**config.mk**
```make
export PLATFORM = sky130hd
export DESIGN_NAME = preferred_value_range_stepper
export DESIGN_NICKNAME = d
export VERILOG_FILES = /design/src/sv/pvrs_pkg.sv /design/src/sv/preferred_value_range_stepper.sv /design/src/sv/pvrs_step.sv
export SDC_FILE = /design/constraint.sdc
export NUM_CORES = 1
export LEC_CHECK = 0
export BUFFER_PORTS_ARGS = -buffer_cell sky130_fd_sc_hd__buf_2
export CAP_MARGIN = 20
export CORE_MARGIN = 8
export CORE_UTILIZATION = 45
export CTS_BUF_LIST = sky130_fd_sc_hd__clkbuf_16
export DETAILED_ROUTE_END_ITERATION = 7
export GPL_TIMING_DRIVEN = 0
export MAX_ROUTING_LAYER = met4
export PLACE_DENSITY = 0.72
export SYNTH_ARGS = -nofsm -noshare
export SYNTH_HDL_FRONTEND = slang
export SYNTH_HIERARCHICAL = 1
export SYNTH_SLANG_ARGS = --single-unit
```
**constraint.sdc**
```tcl
create_clock -name clk_i -period 5.7 [get_ports clk_i]
set_clock_uncertainty 0.15 [all_clocks]
set_input_delay 0.285 -clock clk_i [delete_from_list [all_inputs] [get_ports clk_i]]
set_output_delay 0.285 -clock clk_i [all_outputs]
set_load 0.005 [all_outputs]
```
**src/sv/pvrs_pkg.sv**
```systemverilog
// ----------------------------------------------------------------------------
// pvrs_pkg
// Types, command codes and preferred-series constants for the range stepper.
// ----------------------------------------------------------------------------
package pvrs_pkg;

  typedef enum logic [1:0] {
    CmdSetValue   = 2'd0,
    CmdStepUp     = 2'd1,
    CmdStepDown   = 2'd2,
    CmdSetChannel = 2'd3
  } cmd_e;

  typedef struct packed {
    cmd_e       cmd;
    logic [8:0] new_value;
    logic [1:0] new_channel;
  } in_t;

  typedef struct packed {
    logic [8:0]  value;
    logic [1:0]  channel;
    logic [1:0]  range_pins;
    logic [11:0] dac_code;
    logic        dac_write;
  } out_t;

  // Next state and result of one item, from the step unit to the top level
  typedef struct packed {
    logic [8:0]  value;
    logic [1:0]  channel;
    logic [11:0] dac_code;
    logic        dac_write;
  } step_res_t;

  localparam int unsigned NumSeries  = 4;
  localparam int unsigned MaxEntries = 11;

  localparam logic [1:0] TopChannel    = 2'd3;
  localparam logic [1:0] BottomChannel = 2'd0;
  localparam logic [1:0] SeriesReset   = 2'd3;

  // Entries in hundredths; unused slots padded with all ones and masked by length
  localparam logic [8:0] SeriesTab [NumSeries][MaxEntries] = '{
    '{9'd50, 9'd100, 9'd200, 9'd511, 9'd511, 9'd511, 9'd511, 9'd511, 9'd511,
      9'd511, 9'd511},
    '{9'd25, 9'd30, 9'd40, 9'd50, 9'd60, 9'd70, 9'd80, 9'd90, 9'd100,
      9'd150, 9'd200},
    '{9'd25, 9'd40, 9'd63, 9'd100, 9'd160, 9'd511, 9'd511, 9'd511, 9'd511,
      9'd511, 9'd511},
    '{9'd25, 9'd32, 9'd40, 9'd50, 9'd63, 9'd80, 9'd100, 9'd130, 9'd160,
      9'd200, 9'd511}
  };

  localparam logic [3:0] SeriesLen [NumSeries] = '{4'd3, 4'd11, 4'd5, 4'd10};

  // floor(v * 4096 / 330) = floor(v * 2048 / 165), by reciprocal 2^28 / 165
  // rounded up; exact for every 9-bit v.
  localparam logic [29:0] DacRecip = 30'd1626882;
  localparam logic [11:0] DacMax   = 12'hFFF;

  function automatic logic [11:0] dac_of(input logic [8:0] v);
    logic [29:0] prod;
    logic [12:0] q;
    prod = 30'(v) * DacRecip;
    q    = prod[29:17];
    return q[12] ? DacMax : q[11:0];
  endfunction

endpackage

```
**src/sv/preferred_value_range_stepper.sv**
```systemverilog
// ----------------------------------------------------------------------------
// preferred_value_range_stepper
// Setpoint and range-channel stepper over a selectable preferred series.
// ----------------------------------------------------------------------------
// Usage:
//   Input channel (in_valid_i / in_stall_o / in_data_i) carries one command
//   per transfer: set value, step up, step down or set channel. Output
//   channel (out_valid_o / out_stall_i / out_data_o) returns one result per
//   command: setpoint, channel, range-select pin levels, DAC code and a flag
//   telling whether the DAC was written.
//   The input transfer edge loads the input register, and the item then
//   moves into the result register, from which its result is offered.
//   Throughput: one transfer per cycle while the result register is not
//   stalled, as the step logic sits combinationally between the two
//   registers.
//   The scaling of a set value to a DAC code is done on the way into the
//   input register, so the step path holds only compares and selection.
//   Stalling: while the result register is full and stalled, an item waiting
//   in the input register holds and in_stall_o rises; with the result
//   register free, a new item is taken every cycle.
//   series_select is written via cfg_we_i / cfg_wdata_i; the user must do
//   so only while idle, which the block does not enforce. Reset: setpoint
//   and channel clear to 0, series to R10, both registers empty.
// ----------------------------------------------------------------------------
module preferred_value_range_stepper (
  input  logic           clk_i,
  input  logic           rst_ni,
  input  logic           cfg_we_i,
  input  logic [1:0]     cfg_wdata_i,
  input  logic           in_valid_i,
  output logic           in_stall_o,
  input  pvrs_pkg::in_t  in_data_i,
  output logic           out_valid_o,
  input  logic           out_stall_i,
  output pvrs_pkg::out_t out_data_o
);
  import pvrs_pkg::*;

  // input register
  logic        in_vld_q, in_vld_d;
  in_t         in_q;
  logic [11:0] nv_dac_q;

  // architectural state
  logic [1:0]  series_q;
  logic [8:0]  setpoint_q;
  logic [1:0]  channel_q;
  logic [11:0] dac_q;

  // result register
  logic        out_vld_q, out_vld_d;
  out_t        out_q;

  logic        in_take, advance;
  step_res_t   res;

  // Item moves on when the result register is empty or being drained
  assign advance    = in_vld_q && (!out_vld_q || !out_stall_i);
  assign in_stall_o = in_vld_q && !advance;
  assign in_take    = in_valid_i && !in_stall_o;

  pvrs_step u_step (
    .item_i     (in_q),
    .nv_dac_i   (nv_dac_q),
    .series_i   (series_q),
    .setpoint_i (setpoint_q),
    .channel_i  (channel_q),
    .dac_i      (dac_q),
    .res_o      (res)
  );

  always_comb begin
    in_vld_d = in_take ? 1'b1 : (advance ? 1'b0 : in_vld_q);
    if (advance) begin
      out_vld_d = 1'b1;
    end else if (out_vld_q && !out_stall_i) begin
      out_vld_d = 1'b0;
    end else begin
      out_vld_d = out_vld_q;
    end
  end

  always_ff @(posedge clk_i or negedge rst_ni) begin
    if (!rst_ni) begin
      in_vld_q   <= 1'b0;
      out_vld_q  <= 1'b0;
      series_q   <= SeriesReset;
      setpoint_q <= '0;
      channel_q  <= '0;
      dac_q      <= '0;
    end else begin
      in_vld_q  <= in_vld_d;
      out_vld_q <= out_vld_d;
      if (cfg_we_i) begin
        series_q <= cfg_wdata_i;
      end
      if (advance) begin
        setpoint_q <= res.value;
        channel_q  <= res.channel;
        dac_q      <= res.dac_code;
      end
    end
  end

  // payload registers, no reset
  always_ff @(posedge clk_i) begin
    if (in_take) begin
      in_q     <= in_data_i;
      nv_dac_q <= dac_of(in_data_i.new_value);
    end
    if (advance) begin
      out_q.value      <= res.value;
      out_q.channel    <= res.channel;
      out_q.range_pins <= ~res.channel;  // A1:A0, both high on channel 0
      out_q.dac_code   <= res.dac_code;
      out_q.dac_write  <= res.dac_write;
    end
  end

  assign out_valid_o = out_vld_q;
  assign out_data_o  = out_q;

endmodule

```
**src/sv/pvrs_step.sv**
```systemverilog
// ----------------------------------------------------------------------------
// pvrs_step
// Combinational next-state unit: series lookup by parallel compares.
// ----------------------------------------------------------------------------
module pvrs_step (
  input  pvrs_pkg::in_t       item_i,
  input  logic [11:0]         nv_dac_i,
  input  logic [1:0]          series_i,
  input  logic [8:0]          setpoint_i,
  input  logic [1:0]          channel_i,
  input  logic [11:0]         dac_i,
  output pvrs_pkg::step_res_t res_o
);
  import pvrs_pkg::*;

  logic [11:0] dac_rom [NumSeries][MaxEntries];
  logic [8:0]  row     [MaxEntries];
  logic [MaxEntries-1:0] gt, lt;
  logic [3:0]  len, last_idx, up_idx, down_idx, idx;
  logic [8:0]  first_val, last_val;
  logic        use_tab;

  // DAC codes of every series entry, folded to constants
  for (genvar s = 0; s < NumSeries; s++) begin : g_rom_s
    for (genvar e = 0; e < MaxEntries; e++) begin : g_rom_e
      assign dac_rom[s][e] = dac_of(SeriesTab[s][e]);
    end
  end

  assign len       = SeriesLen[series_i];
  assign last_idx  = len - 4'd1;

  always_comb begin
    for (int i = 0; i < MaxEntries; i++) begin
      row[i] = SeriesTab[series_i][i];
      gt[i]  = (4'(i) < len) && (row[i] > setpoint_i);
      lt[i]  = (4'(i) < len) && (row[i] < setpoint_i);
    end
  end

  assign first_val = row[0];
  assign last_val  = row[last_idx];

  // lowest entry above, highest entry below
  always_comb begin
    up_idx   = '0;
    down_idx = '0;
    for (int i = MaxEntries - 1; i >= 0; i--) begin
      if (gt[i]) up_idx = 4'(i);
    end
    for (int i = 0; i < MaxEntries; i++) begin
      if (lt[i]) down_idx = 4'(i);
    end
  end

  always_comb begin
    res_o     = '{value: setpoint_i, channel: channel_i, dac_code: dac_i,
                  dac_write: 1'b0};
    idx       = '0;
    use_tab   = 1'b0;
    case (item_i.cmd)
      CmdSetValue: begin
        res_o.value    = item_i.new_value;
        res_o.dac_code = nv_dac_i;
      end
      CmdSetChannel: begin
        res_o.channel = item_i.new_channel;
      end
      CmdStepUp: begin
        if (setpoint_i >= last_val) begin
          if (channel_i != TopChannel) begin
            res_o.channel   = channel_i + 2'd1;
            idx             = '0;
            use_tab         = 1'b1;
            res_o.dac_write = 1'b1;
          end
        end else begin
          idx             = up_idx;
          use_tab         = 1'b1;
          res_o.dac_write = 1'b1;
        end
      end
      CmdStepDown: begin
        if (setpoint_i <= first_val) begin
          if (channel_i != BottomChannel) begin
            res_o.channel   = channel_i - 2'd1;
            idx             = last_idx;
            use_tab         = 1'b1;
            res_o.dac_write = 1'b1;
          end
        end else begin
          idx             = down_idx;
          use_tab         = 1'b1;
          res_o.dac_write = 1'b1;
        end
      end
      default: begin
        use_tab = 1'b0;
      end
    endcase
    if (use_tab) begin
      res_o.value    = row[idx];
      res_o.dac_code = dac_rom[series_i][idx];
    end
  end

endmodule

```
==> results.py <==
metrics = {
    "power": {
        "power.leakage_uw": 0.00425,
        "p_clk_frac": 0.123,
        "powerDensity_mw_per_mm2": 485,
        "p_int_uw": 2530,
        "netSwitchingFraction": 0.486,
        "seq_power_share": 0.209,
        "comb_power_share": 0.668,
        "total_power_uw": 4910,
        "vdd_drop_max_uv": 212,
        "p_switching_uw": 2390,
    },
    "synth": {
        "synthFlopType": "edfxtp_1",
        "syn_avg_cell_area_um2": 9.38,
        "synth_top_area_cell": "ha_1",
        "synth_common_cells": "ha_1, inv_1, nand2_1",
        "synth_simple_gate_area_frac": 0.153,
        "synthesis.nets": 1115,
        "synth-compound-area-share": 0.246,
        "synth-seq-cells": 78,
        "yosysSeqAreaShare": 0.248,
        "synthAdderAreaFrac": 0.224,
        "muxShareOfSynthArea": 0.0589,
        "synth_xor_area_frac": 0.00787,
        "syn_inst": 949,
        "synth.top_cell.area_share": 0.176,
        "async_flop_share": 0.346,
        "yosysMostFrequentCell": "ha_1",
        "syn_area_mm2": 0.00890,
        "yosysWarnings": 6,
        "yosys-top-cells-area": "ha_1, edfxtp_1, dfrtp_1",
        "synth_cell_types": 104,
        "synth_top_family_by_area": "compound AO/OA/AOI/OAI gates",
        "synth_edf_count": 51,
    },
    "min_path": {
        "min_to": "series_q[0]$_DFFE_PN1P_",
        "hold-path-cell-count": 2,
        "hp-start": "cfg_wdata_i[0]",
        "hold_class": "in2reg",
    },
    "clock_network": {
        "clockBufferDepth": 2,
        "insertion_delay_ns": 0.35,
        "cts_tree": "yes",
        "htreeDepth": 3,
        "clk_pin_slew_ns": 0.06,
        "numCtsBuffers": 9,
        "cts_sinks": 78,
        "clock_tree.root_cell": "clkbuf_16",
    },
    "setup_path": {
        "reg2reg_slack_ns": 0.09,
        "crit_type": "reg2reg",
        "critPathLaunch": "series_q[0]$_DFFE_PN1P_",
        "crit_fanout": 8,
        "cp.required_ns": 5.78,
        "worst_setup_path_end_kind": "flip-flop",
        "crit_arrival_ns": 5.69,
        "startpoint_type": "flip-flop",
        "regToRegEndpoint": "setpoint_q[1]$_DFFE_PN0P_",
        "rr_worst_depth": 19,
        "r2r-start": "series_q[0]$_DFFE_PN1P_",
    },
    "sta": {
        "slew_violations": 0,
        "worst_pin_slew_ns": 0.874,
        "relSlewSlack": 0.417,
        "finalCritPeriodShare": 0.984,
        "hold_viol": 0,
        "fmax_mhz": 178,
        "holdWs_ns": 0.0258,
        "rsz0062_at_grt": "yes",
        "fin_crit_ns": 5.61,
        "setup_viol": 0,
    },
    "floorplan": {
        "rows": 51,
        "die_w_um": 157,
        "die-height_um": 157,
        "core_mm2": 0.0195,
        "initial_utilization": 0.457,
        "dieArea_mm2": 0.0245,
        "ios": 48,
    },
    "drt": {
        "postRouteWirelength_mm": 27.5,
        "drt_pre_antenna_iters": 5,
        "drc": 0,
        "via_count": 8143,
        "avgRoutedWirePerCell_um": 21.2,
        "ant_nets": 0,
        "drt_iter0_drc": 952,
        "routed_via_density": 6.29,
    },
    "global_route": {
        "grt_overflow": 0,
        "track_usage": 0.232,
        "grt_max_degree": 36,
        "antenna_found_initial": 0,
        "grt_pass1_vias": 8029,
        "grt_pass1_wl_mm": 43.5,
    },
    "finish": {
        "final_layout_size_suffix_gt1_frac": 0.194,
        "n_antenna_cell": 0,
        "area_growth_pct": 13.8,
        "final_nets": 1191,
    },
    "job": {
        "drv_cap": 0,
    },
    "place": {
        "place_congestion": 1.01,
        "dp_hpwl_mm": 21.1,
        "port-buffer-count": 47,
    },
    "outcome": {
        "status": "complete, no violations",
    },
}
[per-layer routing]
| layer | share of wire | vias to the layer above | track usage |
|---|---|---|---|
| met3 | 0.089 | 91 | 0.0381 |
| li1 | - | 3769 | - |
| met5 | 0 | - | - |
| met2 | 0.47 | 413 | 0.380 |
| met1 | 0.41 | 3870 | 0.285 |
| met4 | 0.031 | 0 | 0.0847 |
[sequential cells by signal, summed over array words and instances, names as in the netlist]
register and count:
channel_q 2, dac_q 12, in_q 13, in_vld_q 1, nv_dac_q 12, out_data_o 26
out_valid_o 1, series_q 2, setpoint_q 9
[worst max-delay path by stage]
stage	endpoint	depth (start not counted)
6_report	setpoint_q[1]$_DFFE_PN0P_	19
5_1_grt	setpoint_q[1]$_DFFE_PN0P_	20
4_1_cts	setpoint_q[1]$_DFFE_PN0P_	16
3_5_place_dp	setpoint_q[2]$_DFFE_PN0P_	20
3_3_place_gp	setpoint_q[2]$_DFFE_PN0P_	20
2_1_floorplan	dac_q[4]$_DFFE_PN0P_	22
[repair_timing]
item	in CTS	in global routing
hold endpoints to repair	30	0
pin swaps	3	1
hold buffers	6	0
gates resized for setup	34	21
setup buffers	7	4
setup endpoints to repair	44	40
[metrics by stage]
step	setup slack (ns)	cells	setup TNS (ns)	utilization	area (um2)
floorplan	0.0573	949	0	-	8900
global placement	-2.20	1261	-69.00	0.486	9470
detailed placement	-1.90	1262	-65.08	0.487	9480
CTS	0.0424	1291	0	0.515	10000
global route	-0.0660	1295	-0.170	0.520	10100
finish	0.0890	1295	0	0.520	10100
[logic make-up (layout without fill, tap and decap cells)]
| logic type | after synthesis | count (layout) |
|---|---|---|
| XOR/XNOR | 8 | 8 |
| multiplexers | 49 | 49 |
| buffers and inverters | 127 | 208 |
| AND/OR/NAND/NOR | 255 | 255 |
| adder cells (fa/ha/maj) | 147 | 147 |
| AO/OA/AOI/OAI | 285 | 285 |
| flip-flops | 78 | 78 |
[final cells by class]
type / count / area (um2)
tap: 265 / 332
fill: 1753 / 9340
buffer: 40 / 254
clock inverter: 7 / 90.1
timing repair buffer: 65 / 393
sequential: 78 / 2210
clock buffer: 9 / 225
multi-input combinational: 744 / 6270
inverter: 87 / 348
[critical path: stages (launching register included)]
cell and delay [ns]:
dfstp_2 0.60, buf_4 0.14, ha_1 0.18, buf_2 0.29
clkinvlp_4 0.20, ha_1 0.36, o41ai_1 0.34, o21ai_0 0.15
ha_1 0.32, nor2b_1 0.13, o211ai_1 0.15, a21o_1 0.26
and3_4 0.25, nand2_1 0.12, o2111a_1 0.30, nor2_2 0.46
o31ai_1 0.16, o21ai_1 0.32, o221ai_1 0.29, mux2_2 0.33
[layout by cell type, fill, tap and decap left out, types with 27 or more instances in the layout]
master | synthesis | routed
o21ai_0 | 31 | 29
nand3_1 | 29 | 28
inv_1 | 83 | 80
edfxtp_1 | 51 | 51
a21oi_1 | 52 | 52
buf_2 | 11 | 56
nand2_1 | 71 | 68
nor2_1 | 44 | 41
ha_1 | 125 | 122
mux2_2 | 27 | 27
[power by group through the flow]
stage	logic [uW]	clock network, uW	registers, uW
2_1_floorplan	2320	0	956
3_3_place_gp	3050	0	1040
3_5_place_dp	3080	0	1040
4_1_cts	3170	614	1030
5_1_grt	3570	638	1050
6_report	3280	602	1030
(Power assumes the default switching activity.)
